===== src/rtl/cmf_pkg.sv =====
package cmf_pkg;

  localparam int LBL_W    = 8;
  localparam int NC_W     = 5;
  localparam int QW       = 17;
  localparam int FRAC     = 16;
  localparam int IN_W     = 2 * LBL_W;
  localparam int OUT_W    = 56;
  localparam logic [NC_W-1:0] NC_RESET = 5'd16;

  typedef struct packed {
    logic rd;
    logic clr;
  } cmf_mem_cmd_t;

  typedef struct packed {
    logic busy;
    logic done;
  } cmf_unit_stat_t;

endpackage


===== src/rtl/cmf_div.sv =====
module cmf_div
  import cmf_pkg::*;
#(
  parameter int DW = 34,
  parameter int VW = 20
) (
  input  logic           clk,
  input  logic           rst_n,
  input  logic           start,
  input  logic [DW-1:0]  dividend,
  input  logic [VW-1:0]  divisor,
  output cmf_unit_stat_t stat,
  output logic [DW-1:0]  quotient
);

  localparam int CNTW = $clog2(DW);

  logic [DW-1:0]   dq_r;
  logic [VW-1:0]   rem_r;
  logic [VW-1:0]   dvs_r;
  logic [CNTW-1:0] cnt_r;
  logic            busy_r;
  logic            done_r;

  logic [VW:0]     shifted;
  logic            ge;
  logic [VW-1:0]   rem_nxt;

  assign shifted = {rem_r, dq_r[DW-1]};
  assign ge      = shifted >= {1'b0, dvs_r};
  assign rem_nxt = ge ? VW'(shifted - {1'b0, dvs_r}) : VW'(shifted);

  assign stat.busy = busy_r;
  assign stat.done = done_r;
  assign quotient  = dq_r;

  always_ff @(posedge clk) begin
    if (!rst_n) begin
      busy_r <= 1'b0;
      done_r <= 1'b0;
      cnt_r  <= '0;
    end else begin
      done_r <= !start && busy_r && (cnt_r == CNTW'(DW - 1));
      if (start) begin
        busy_r <= 1'b1;
        cnt_r  <= '0;
      end else if (busy_r) begin
        cnt_r <= cnt_r + 1'b1;
        if (cnt_r == CNTW'(DW - 1)) begin
          busy_r <= 1'b0;
        end
      end
    end
    if (start) begin
      dq_r  <= dividend;
      rem_r <= '0;
      dvs_r <= divisor;
    end else if (busy_r) begin
      dq_r  <= {dq_r[DW-2:0], ge};
      rem_r <= rem_nxt;
    end
  end

endmodule


===== config.mk =====
export PLATFORM = sky130hd
export DESIGN_NAME = cmf_div
export DESIGN_NICKNAME = d
export VERILOG_FILES = /design/src/rtl/cmf_pkg.sv /design/src/rtl/cmf_div.sv
export SDC_FILE = /design/constraint.sdc
export NUM_CORES = 1
export LEC_CHECK = 0
export ABC_AREA = 1
export ABC_CLOCK_PERIOD_IN_PS = 1600
export BUFFER_PORTS_ARGS = -buffer_cell sky130_fd_sc_hd__buf_2
export CAP_MARGIN = 20
export CELL_PAD_IN_SITES_DETAIL_PLACEMENT = 1
export CELL_PAD_IN_SITES_GLOBAL_PLACEMENT = 1
export CORE_UTILIZATION = 37
export DETAILED_ROUTE_END_ITERATION = 12
export PLACE_DENSITY_LB_ADDON = 0.1
export SLEW_MARGIN = 20
export SYNTH_ARGS = -nofsm -noshare
export SYNTH_HDL_FRONTEND = slang
export SYNTH_SLANG_ARGS = --single-unit

===== constraint.sdc =====
create_clock -name clk -period 1.6 [get_ports clk]
set_input_delay 0.32 -clock clk [delete_from_list [all_inputs] [get_ports clk]]
set_output_delay 0.32 -clock clk [all_outputs]
set_load 0.05 [all_outputs]

==> results of run 1 <==
## worst max-delay path by stage
stage | start | endpoint | slack (ns)
floorplan | quotient[33] | rem_r[16] | -0.41
global placement | dvs_r[9] | rem_r[13] | -0.39
detailed placement | dvs_r[9] | rem_r[18] | -0.45
CTS | dvs_r[6] | rem_r[14] | -0.30
global route | dvs_r[13] | rem_r[18] | -0.47
finish | dvs_r[10] | rem_r[11] | -0.38
## layer usage
layer / up-vias / GRT usage, % / share of wire [%]
met5: - / 0 / 0
met4: 0 / 8.89 / 2.8
met3: 35 / 6.28 / 4.6
met2: 128 / 44.3 / 51
met1: 2309 / 30.6 / 42
li1: 2344 / - / -
## power groups by stage
stage / sequential [uW] / combinational (uW) / clock [uW]
3_3_place_gp: 2530 / 1100 / 0
3_5_place_dp: 2540 / 1130 / 0
4_1_cts: 2500 / 1240 / 2070
5_1_grt: 2520 / 1410 / 2170
6_report: 2500 / 1320 / 2050
2_1_floorplan: 2840 / 374 / 0
## flip-flops by register name, summed over array words and instances, names as in the netlist
| signal | flops |
|---|---|
| rem_r | 20 |
| quotient | 34 |
| cnt_r | 6 |
| dvs_r | 20 |
| busy_r | 1 |
| done_r | 1 |
## cells by family (layout without fill, tap and decap cells)
| logic type | Yosys count | after routing |
|---|---|---|
| adders and majority gates | 23 | 23 |
| DFF | 82 | 82 |
| buffers and inverters | 114 | 299 |
| xor gates and xnor gates | 9 | 9 |
| and+or+nand+nor | 370 | 370 |
| AOI/OAI and AO/OA | 30 | 30 |
## per-stage QoR
stage | util (%) | setup WS (ns) | hold slack, ns | setup TNS (ns)
6_report | 56.9 | -0.384 | 0.133 | -6.47
5_1_grt | 56.9 | -0.469 | 0.127 | -8.37
4_1_cts | 54.6 | -0.300 | 0.125 | -5.58
3_5_place_dp | 48.2 | -0.450 | 0.476 | -8.32
3_3_place_gp | 48.2 | -0.392 | 0.463 | -7.00
2_1_floorplan | - | -0.412 | 0.419 | -6.04
## area by class of cell
type                    count  area [um^2]
clock buffers              11          243
fillers                  1542         5440
well taps                 172          215
multi-input cells         432         2860
flip-flops and latches     82         2180
repair buffers            188         1290
inverters                  95          362
clock inverters             5         37.5
## cells in the mapped netlist, types with 4 or more instances
library cell               number  area [um^2]
sky130_fd_sc_hd__clkbuf_1       7         26.3
sky130_fd_sc_hd__edfxtp_1      54         1620
sky130_fd_sc_hd__nand2_2        9         56.3
sky130_fd_sc_hd__inv_1         90          338
sky130_fd_sc_hd__a21oi_1       15         75.1
sky130_fd_sc_hd__xnor2_1        8         70.1
sky130_fd_sc_hd__nand2_1      248          931
sky130_fd_sc_hd__dfxtp_1       28          561
sky130_fd_sc_hd__nand3b_1      11         82.6
sky130_fd_sc_hd__nor2_1        28          105
sky130_fd_sc_hd__buf_6          4         45.0
sky130_fd_sc_hd__nor3_1         8         40.0
sky130_fd_sc_hd__o21ai_1        7         35.0
sky130_fd_sc_hd__nand3_1       51          255
sky130_fd_sc_hd__nand3_2        7         70.1
sky130_fd_sc_hd__ha_1          22          275
## what timing repair did
action                                  in CTS  in global routing
pin swaps                                   33                 44
setup buffers                                9                  4
endpoints found under the setup margin      21                 21
gates resized for setup                     87                 79
## critical path: cells and delay by family (launching register included)
family / cells / cell delay (ns)
and+or+nand+nor: 9 / 0.76
DFF: 1 / 0.39
buffers and inverters: 3 / 0.32
adders and majority gates: 1 / 0.22
AOI/OAI and AO/OA: 1 / 0.16
==> flow_metrics.env, run 1 <==
export IMPL_rsz0062_at_grt="yes"
export IMPL_asyncSetResetFlopFracSynth_pct=0
export IMPL_layout_cells_most_common="sky130_fd_sc_hd__nand2_1"
export IMPL_outcome="finished, violations left"
export IMPL_clk_latency_ns=0.36
export IMPL_syn_inst=628
export IMPL_clock_tree_root_cell="sky130_fd_sc_hd__clkbuf_16"
export IMPL_die_h_um=116
export IMPL_synth_compound_area_share_pct=3.40
export IMPL_number_of_placed_cells_counting_well_taps=957
export IMPL_drt_wirelength_per_cell_um=17.2
export IMPL_yosys_warnings=0
export IMPL_critical_path_top_cell_by_count="sky130_fd_sc_hd__nand2_2"
export IMPL_floorplan_initialDensity_pct=37.9
export IMPL_antenna_found_initial=0
export IMPL_worst_hold_path_type="in -> reg"
export IMPL_yosys_area_share_adder_pct=6.17
export IMPL_leakagePower_uw=0.00358
export IMPL_netlist_area_um2=4790
export IMPL_detailedRoute_firstIterationViolations=160
export IMPL_num_vias=4816
export IMPL_crit_path_start_kind="register"
export IMPL_power_switching_uw=1870
export IMPL_clock_tree_buffer_depth=2
export IMPL_drt_vias_per_instance=4.89
export IMPL_ys_types=33
export IMPL_antenna_violating_nets_left=0
export IMPL_p_int_uw=4000
export IMPL_post_route_min_period_ns=1.98
export IMPL_violations="negative setup slack"
export IMPL_report_final_setup_viol=21
export IMPL_final_layout_size_suffix_gt1_share_pct=44.6
export IMPL_count_of_flip_flops_with_a_built_in_enable_after_synthesis=54
export IMPL_cts_num_sinks=82
export IMPL_crit_path_top_delay_cell="sky130_fd_sc_hd__edfxtp_1"
export IMPL_syn_area_per_cell_um2=7.62
export IMPL_yosys_area_share_xor_xnor_pct=1.65
export IMPL_power_density_cell_area_nw_per_um2=817
export IMPL_antenna_diode_count=0
export IMPL_cts_max_level=3
export IMPL_input_output_buffers=92
export IMPL_hold_violations=0
export IMPL_synthToLayoutAreaGrowth_pct=50.0
export IMPL_dr_pass1_iters=4
export IMPL_synth_seq_area_share_pct=45.6
export IMPL_final_cell_area_um2=7180
export IMPL_post_route_drc_violation_count=0
export IMPL_cts_buffer_count=9
export IMPL_final_cell_mix="sky130_fd_sc_hd__nand2_1 (198), sky130_fd_sc_hd__buf_2 (92), sky130_fd_sc_hd__buf_4 (82)"
export IMPL_fin_nets=888
export IMPL_timing_max_transition_violations_final=0
export IMPL_normalized_max_slew_margin_pct=74.8
export IMPL_fmax_mhz=504
export IMPL_post_dp_hpwl_um=11300
export IMPL_path_cells="inv_2 -> ha_4 -> nand2_2 -> nand2_2 -> nand2_1 -> nand2_2 -> a21oi_2 -> nand2_2 -> nand2_4 -> buf_6 -> buf_12 -> nand3b_1 -> nand3_2 -> nand2_1"
export IMPL_reg_to_reg_critical_path_startpoint="dvs_r[10]"
export IMPL_slowest_delay_ns=0.39
export IMPL_worstSetupPathType="reg -> reg"
export IMPL_seq_power_share_pct=42.6
export IMPL_synth_ff_type="sky130_fd_sc_hd__edfxtp_1"
export IMPL_r2r_end="rem_r[11]"
export IMPL_die_x_um=116
export IMPL_design_die_area_um2=13400
export IMPL_max_cap_violations=0
export IMPL_final_min_period_over_clock_period_pct=124
export IMPL_hold_path_depth=1
export IMPL_finalPower_uw=5870
export IMPL_clock_slew_at_reported_path_ffs_ns=0.07
export IMPL_finalWeightedCongestion=0.860
export IMPL_vdd_ir_drop_max_uv=559
export IMPL_whs_endpoint="dvs_r[2]"
export IMPL_cp_data_arrival_time_ns=2.24
export IMPL_highest_net_fanout_along_the_worst_path=6
export IMPL_cp_end_kind="register"
export IMPL_layout_setup_ws_ns=-0.384
export IMPL_grt_start_max_net_pins=55
export IMPL_skew_ns=0.00792
export IMPL_core_rowCount=41
export IMPL_netSwitchingFraction_pct=31.9
export IMPL_timing_hold_worst_start="divisor[2]"
export IMPL_tritoncts_clock_tree="built"
export IMPL_grt_util_all_layers_pct=25.5
export IMPL_combPwrFrac_pct=22.5
export IMPL_fp_coreArea_um2=12600
export IMPL_residual_overflow_from_global_routing=0
export IMPL_reg2reg_slack_ns=-0.38
export IMPL_global_route_wire_length_before_repair_um=25500
export IMPL_clock_power_share_pct=34.9
export IMPL_totalWireLength_um=16900
export IMPL_ys_seq_elements=82
export IMPL_synth_fp_nets=708
export IMPL_synth_top_family_by_area="simple AND/OR/NAND/NOR gates"
export IMPL_post_synth_mux_area_share_pct=0
export IMPL_grt_pass1_vias=5073
export IMPL_cts_hold_fix_buffers=0
export IMPL_timing_reg2reg_worst_path_depth=14
export IMPL_boundaryPins=93
export IMPL_final_cells=985
export IMPL_worst_pin_slew_ns=0.377
export IMPL_worst_ep_required_time_ns=1.85
export IMPL_placedInstanceArea_um2=6080
export IMPL_share_of_synthesized_cell_area_in_and_or_nand_and_nor_gates_pct=33.4
Note: power is estimated with default switching activity, not from simulation.
==> run 2, diff against run 1 <==
--- a/config.mk
+++ b/config.mk
@@ -11,7 +11,8 @@
 export CAP_MARGIN = 20
 export CELL_PAD_IN_SITES_DETAIL_PLACEMENT = 1
 export CELL_PAD_IN_SITES_GLOBAL_PLACEMENT = 1
-export CORE_UTILIZATION = 37
+export CORE_ASPECT_RATIO = 0.75
+export CORE_UTILIZATION = 25
 export DETAILED_ROUTE_END_ITERATION = 12
 export PLACE_DENSITY_LB_ADDON = 0.1
 export SLEW_MARGIN = 20
==> run 2 against run 1 <==
The flow still finishes with violations (negative setup slack). Total power barely moved. Clock skew grew 0.0022 ns. Sequential share of layout area is 0.67 points higher. Cell count up 8.0%. Register-to-register slack gained 0.07 ns. Setup slack better by 0.074 ns. Combinational power down 8%. First-iteration DRC count up 37%. Critical path type unchanged. Largest cell class unchanged. Largest power group unchanged.
==> flow_metrics.env, run 2 (synthesized netlist as in run 1, its figures left out) <==
export IMPL_outcome="finished, violations left"
export IMPL_violations="negative setup slack"
export IMPL_timing_max_transition_violations_final=0
export IMPL_normalized_max_slew_margin_pct=70.4
export IMPL_worst_pin_slew_ns=0.443
export IMPL_global_route_wire_length_before_repair_um=24700
export IMPL_core_rowCount=43
export IMPL_antenna_violating_nets_left=0
export IMPL_worstSetupPathType="reg -> reg"
export IMPL_clock_tree_root_cell="sky130_fd_sc_hd__clkbuf_16"
export IMPL_die_h_um=122
export IMPL_antenna_diode_count=0
export IMPL_drt_vias_per_instance=4.28
export IMPL_clk_latency_ns=0.35
export IMPL_largest_register_ff_count=34
export IMPL_worst_hold_path_type="in -> reg"
export IMPL_r2r_end="rem_r[18]"
export IMPL_final_layout_size_suffix_gt1_share_pct=38.1
export IMPL_final_min_period_over_clock_period_pct=119
export IMPL_design_die_area_um2=19700
export IMPL_post_dp_hpwl_um=11500
export IMPL_floorplan_initialDensity_pct=25.7
export IMPL_antenna_found_initial=0
export IMPL_detailedRoute_firstIterationViolations=219
export IMPL_layout_filler_cells=2291
export IMPL_grt_start_max_net_pins=40
export IMPL_tritoncts_clock_tree="built"
export IMPL_fin_nets=892
export IMPL_die_x_um=162
export IMPL_grt_util_all_layers_pct=16.3
export IMPL_layout_setup_ws_ns=-0.309
export IMPL_final_cell_mix="sky130_fd_sc_hd__nand2_1 (230), sky130_fd_sc_hd__buf_2 (92), sky130_fd_sc_hd__buf_4 (90)"
export IMPL_finalPower_uw=5870
export IMPL_timing_reg2reg_worst_path_depth=11
export IMPL_residual_overflow_from_global_routing=0
export IMPL_fp_coreArea_um2=18600
export IMPL_post_route_drc_violation_count=0
export IMPL_max_cap_violations=0
export IMPL_cts_buffer_count=9
export IMPL_post_route_min_period_ns=1.91
export IMPL_layout_cells_most_common="sky130_fd_sc_hd__nand2_1"
export IMPL_rsz0062_at_grt="yes"
export IMPL_cp_end_kind="register"
export IMPL_reg_to_reg_critical_path_startpoint="dvs_r[0]"
export IMPL_ff_latch_area_um2=2180
export IMPL_clock_slew_at_reported_path_ffs_ns=0.07
export IMPL_num_vias=4558
export IMPL_crit_path_start_kind="register"
export IMPL_cts_hold_fix_buffers=0
export IMPL_fmax_mhz=524
export IMPL_input_output_buffers=92
export IMPL_skew_ns=0.0102
export IMPL_whs_ns=0.146
export IMPL_worst_ep_required_time_ns=1.84
export IMPL_cts_max_level=3
export IMPL_cts_num_sinks=82
export IMPL_boundaryPins=93
export IMPL_power_density_cell_area_nw_per_um2=835
export IMPL_leakagePower_uw=0.00349
export IMPL_grt_pass1_vias=4660
export IMPL_highest_net_fanout_along_the_worst_path=2
export IMPL_vdd_ir_drop_max_uv=449
export IMPL_clock_tree_buffer_depth=2
export IMPL_startpoint="dvs_r[0]"
export IMPL_cp_data_arrival_time_ns=2.15
export IMPL_cp_endpoint="rem_r[18]"
export IMPL_dr_pass1_iters=4
export IMPL_synthToLayoutAreaGrowth_pct=46.8
export IMPL_multi_input_comb_area_um2=2590
export IMPL_totalWireLength_um=15300
export IMPL_finalWeightedCongestion=0.814
export IMPL_report_final_setup_viol=21
export IMPL_drt_wirelength_per_cell_um=14.4
export IMPL_hold_violations=0
export IMPL_reg2reg_slack_ns=-0.31
-- run 2: cell count changes in the layout (fill, tap and decap cells not counted), moves of 8 or more --
| cell | change |
|---|---|
| sky130_fd_sc_hd__nand3_2 | -8 |
| sky130_fd_sc_hd__nand2_2 | -17 |
| sky130_fd_sc_hd__nand3_1 | +10 |
| sky130_fd_sc_hd__buf_4 | +8 |
| sky130_fd_sc_hd__inv_1 | +12 |
| sky130_fd_sc_hd__inv_2 | -9 |
| sky130_fd_sc_hd__nand2_4 | -14 |
| sky130_fd_sc_hd__nand2_1 | +32 |
-- run 2: how the worst min path moves through the flow --
stage / startpoint / to / slack, ns / cells after the start
2_1_floorplan: divisor[0] / dvs_r[0] / 0.42 / 0
3_5_place_dp: rem_r[6] / rem_r[6] / 0.47 / 2
5_1_grt: divisor[10] / dvs_r[10] / 0.13 / 1
6_report: divisor[9] / dvs_r[9] / 0.15 / 1
3_3_place_gp: rem_r[11] / rem_r[11] / 0.46 / 2
4_1_cts: divisor[9] / dvs_r[9] / 0.13 / 1
-- run 2: area by class of cell --
class / instances / share of cell area, %
clock buffers: 9 / 3.20
clock inverters: 7 / 1.09
inverters: 95 / 5.07
multi-input cells: 432 / 36.9
flip-flops and latches: 82 / 31.1
well taps: 247 / 4.40
repair buffers: 192 / 18.3
-- run 2: per-layer routing --
layer / wire length [um] / global-route usage [%]
met5: 0 / 0
met4: 138 / 4.25
met3: 584 / 3.13
met2: 6560 / 24.5
met1: 8000 / 23.8
-- run 2: what timing repair did --
| action | CTS | global route |
|---|---|---|
| gates cloned | 1 | 0 |
| endpoints found under the setup margin | 21 | 21 |
| pin swaps | 30 | 15 |
| resized for setup | 66 | 27 |
| setup buffers | 4 | 3 |
-- run 2: metrics by stage --
step / cells / cell area (um^2) / utilization [%] / setup TNS (ns) / setup WS (ns)
after floorplan: 628 / 4840 / - / -6.04 / -0.412
after global placement: 1041 / 6220 / 33.4 / -11.06 / -0.554
after detailed placement: 1041 / 6220 / 33.4 / -10.27 / -0.532
after CTS: 1062 / 6960 / 37.4 / -6.40 / -0.328
after global routing: 1064 / 7030 / 37.8 / -8.35 / -0.439
final: 1064 / 7030 / 37.8 / -5.72 / -0.309
-- run 2: critical path, stage by stage, from the launching register on --
cell and delay, ns:
sky130_fd_sc_hd__edfxtp_1 0.42, sky130_fd_sc_hd__ha_4 0.20, sky130_fd_sc_hd__fa_2 0.38, sky130_fd_sc_hd__inv_2 0.08, sky130_fd_sc_hd__buf_4 0.10, sky130_fd_sc_hd__nand3_1 0.07, sky130_fd_sc_hd__nand3b_1 0.18, sky130_fd_sc_hd__nand2_2 0.11
sky130_fd_sc_hd__nand3_1 0.09, sky130_fd_sc_hd__nand3_1 0.07, sky130_fd_sc_hd__nand2_1 0.07, sky130_fd_sc_hd__nand2_1 0.05
-- run 2: power breakdown --
part	internal [uW]	total, uW	switching (uW)
logic	441	1220	784
clock network	1220	2160	934
registers	2420	2490	68.0
total	4080	5870	1790
==> run 3, diff against run 2 <==
--- a/config.mk
+++ b/config.mk
@@ -11,9 +11,10 @@
 export CAP_MARGIN = 20
 export CELL_PAD_IN_SITES_DETAIL_PLACEMENT = 1
 export CELL_PAD_IN_SITES_GLOBAL_PLACEMENT = 1
-export CORE_ASPECT_RATIO = 0.75
+export CORE_ASPECT_RATIO = 1.75
 export CORE_UTILIZATION = 25
 export DETAILED_ROUTE_END_ITERATION = 12
+export GPL_TIMING_DRIVEN = 0
 export PLACE_DENSITY_LB_ADDON = 0.1
 export SLEW_MARGIN = 20
 export SYNTH_ARGS = -nofsm -noshare
==> run 3 against run 2 <==
The flow still finishes with violations (negative setup slack). Flip-flop and latch count stayed put. Global-route usage grew 0.81 points. Hold slack worse by 0.0098 ns. Setup slack worse by 0.0098 ns. Routed wire length grew 3.0%. Die area is essentially flat. Core utilization down 0.81 points. Cell count down 5.7%. Via count shrank 1.8%. Sequential share of layout area grew 0.60 points. Non-clock buffer count is 52 lower. Critical path depth increased by 3. Critical path type unchanged. Critical endpoint is now rem_r[2]. Largest cell class unchanged. Largest power group unchanged.
==> flow_metrics.env, run 3 (synthesized netlist as in run 1, its figures left out) <==
export IMPL_outcome="finished, violations left"
export IMPL_violations="negative setup slack"
export IMPL_timing_hold_worst_start="divisor[14]"
export IMPL_reg2reg_slack_ns=-0.32
export IMPL_final_min_period_over_clock_period_pct=120
export IMPL_antenna_found_initial=0
export IMPL_fp_coreArea_um2=18700
export IMPL_clk_latency_ns=0.36
export IMPL_fmax_mhz=521
export IMPL_worst_pin_slew_ns=0.603
export IMPL_global_route_wire_length_before_repair_um=25300
export IMPL_residual_overflow_from_global_routing=0
export IMPL_worstSetupPathType="reg -> reg"
export IMPL_hold_violations=0
export IMPL_post_route_min_period_ns=1.92
export IMPL_final_layout_size_suffix_gt1_share_pct=38.7
export IMPL_clock_tree_root_cell="sky130_fd_sc_hd__clkbuf_16"
export IMPL_synthToLayoutAreaGrowth_pct=44.0
export IMPL_design_die_area_um2=19700
export IMPL_grt_start_max_net_pins=43
export IMPL_power_density_cell_area_nw_per_um2=848
export IMPL_totalWireLength_um=15700
export IMPL_whs_endpoint="dvs_r[14]"
export IMPL_post_dp_hpwl_um=11600
export IMPL_tritoncts_clock_tree="built"
export IMPL_skew_ns=0.00579
export IMPL_cp_end_kind="register"
export IMPL_drt_wirelength_per_cell_um=15.7
export IMPL_rsz0062_at_grt="yes"
export IMPL_cp_data_arrival_time_ns=2.16
export IMPL_max_cap_violations=0
export IMPL_cts_num_sinks=82
export IMPL_hold_path_depth=1
export IMPL_clock_slew_at_reported_path_ffs_ns=0.06
export IMPL_normalized_max_slew_margin_pct=59.8
export IMPL_antenna_diode_count=0
export IMPL_highest_net_fanout_along_the_worst_path=5
export IMPL_postLayoutCoreUtil_pct=37.0
export IMPL_timing_max_transition_violations_final=0
export IMPL_drt_vias_per_instance=4.46
export IMPL_boundaryPins=93
export IMPL_dr_pass1_iters=4
export IMPL_die_x_um=107
export IMPL_detailedRoute_firstIterationViolations=100
export IMPL_clock_tree_buffer_depth=2
export IMPL_post_route_drc_violation_count=0
export IMPL_r2r_end="rem_r[2]"
export IMPL_final_cell_mix="sky130_fd_sc_hd__nand2_1 (204), sky130_fd_sc_hd__buf_2 (92), sky130_fd_sc_hd__inv_1 (69)"
export IMPL_core_rowCount=66
export IMPL_whs_ns=0.136
export IMPL_vdd_ir_drop_max_uv=603
export IMPL_layout_setup_ws_ns=-0.319
export IMPL_finalWeightedCongestion=0.841
export IMPL_grt_util_all_layers_pct=17.2
export IMPL_placement_setup_worst_slack_ns=-1.20
export IMPL_input_output_buffers=92
export IMPL_finalPower_uw=5850
export IMPL_floorplan_initialDensity_pct=25.7
export IMPL_cts_hold_fix_buffers=0
export IMPL_die_h_um=185
export IMPL_layout_cells_most_common="sky130_fd_sc_hd__nand2_1"
export IMPL_crit_path_start_kind="register"
export IMPL_largest_register_ff_count=34
export IMPL_fin_nets=840
export IMPL_timing_reg2reg_worst_path_depth=14
export IMPL_report_final_setup_viol=21
export IMPL_worst_hold_path_type="in -> reg"
export IMPL_antenna_violating_nets_left=0
export IMPL_worst_ep_required_time_ns=1.84
export IMPL_reg_to_reg_critical_path_startpoint="dvs_r[14]"
export IMPL_leakagePower_uw=0.00332
export IMPL_num_vias=4474
export IMPL_cts_buffer_count=9
export IMPL_grt_pass1_vias=4893
export IMPL_cts_max_level=3
run 3: how the worst max path moves through the flow:
stage	startpoint	cells past startpoint	endpoint
after floorplan	quotient[33]	13	rem_r[16]
after global placement	start	4	quotient[25]
after detailed placement	start	4	quotient[26]
after CTS	dvs_r[7]	15	rem_r[12]
after global routing	dvs_r[11]	14	rem_r[19]
final	dvs_r[14]	14	rem_r[2]
run 3: repair_timing:
action,4_1_cts,5_1_grt
setup endpoints to repair,94,60
resized for setup,118,57
setup buffers,22,7
cloned,2,0
pin swaps,29,25
run 3: power by group:
part           leakage [uW]  switching [uW]  internal [uW]
logic               0.00240             795            364
clock network      0.000143             891           1300
registers          0.000771            75.3           2430
total               0.00332            1760           4090
run 3: metrics by stage:
stage | TNS (ns) | instances | instance area [um^2]
floorplan | -6.04 | 628 | 4840
global placement | -82.19 | 958 | 5600
detailed placement | -84.08 | 958 | 5600
CTS | -7.44 | 998 | 6720
global route | -8.45 | 1003 | 6900
finish | -6.16 | 1003 | 6900
run 3: final cells by class:
cell class / instances / area [um^2]
fill: 2326 / 11800
multi-input combinational: 432 / 2840
sequential: 82 / 2180
timing repair buffer: 121 / 747
inverter: 95 / 369
tap: 238 / 298
clock buffer: 14 / 264
buffer: 19 / 154
clock inverter: 2 / 37.5
run 3: worst max-delay path, stage by stage, from the launching register on:
cell and delay, ns:
sky130_fd_sc_hd__edfxtp_1 0.38, sky130_fd_sc_hd__inv_2 0.08, sky130_fd_sc_hd__ha_4 0.22, sky130_fd_sc_hd__nand2_4 0.09, sky130_fd_sc_hd__nor2_4 0.05, sky130_fd_sc_hd__nand2_2 0.09, sky130_fd_sc_hd__nor2_4 0.04, sky130_fd_sc_hd__nand2_2 0.06
sky130_fd_sc_hd__nand2_2 0.06, sky130_fd_sc_hd__nor2_4 0.22, sky130_fd_sc_hd__buf_8 0.17, sky130_fd_sc_hd__buf_12 0.12, sky130_fd_sc_hd__nand3_2 0.07, sky130_fd_sc_hd__nand3_2 0.07, sky130_fd_sc_hd__o21ai_1 0.06
run 3: metal layers:
| metal | part of all wire (%) | track usage, % |
|---|---|---|
| met1 | 37 | 16.5 |
| met5 | 0 | 0 |
| met4 | 2.8 | 6.90 |
| met2 | 56 | 34.1 |
| met3 | 3.8 | 3.94 |
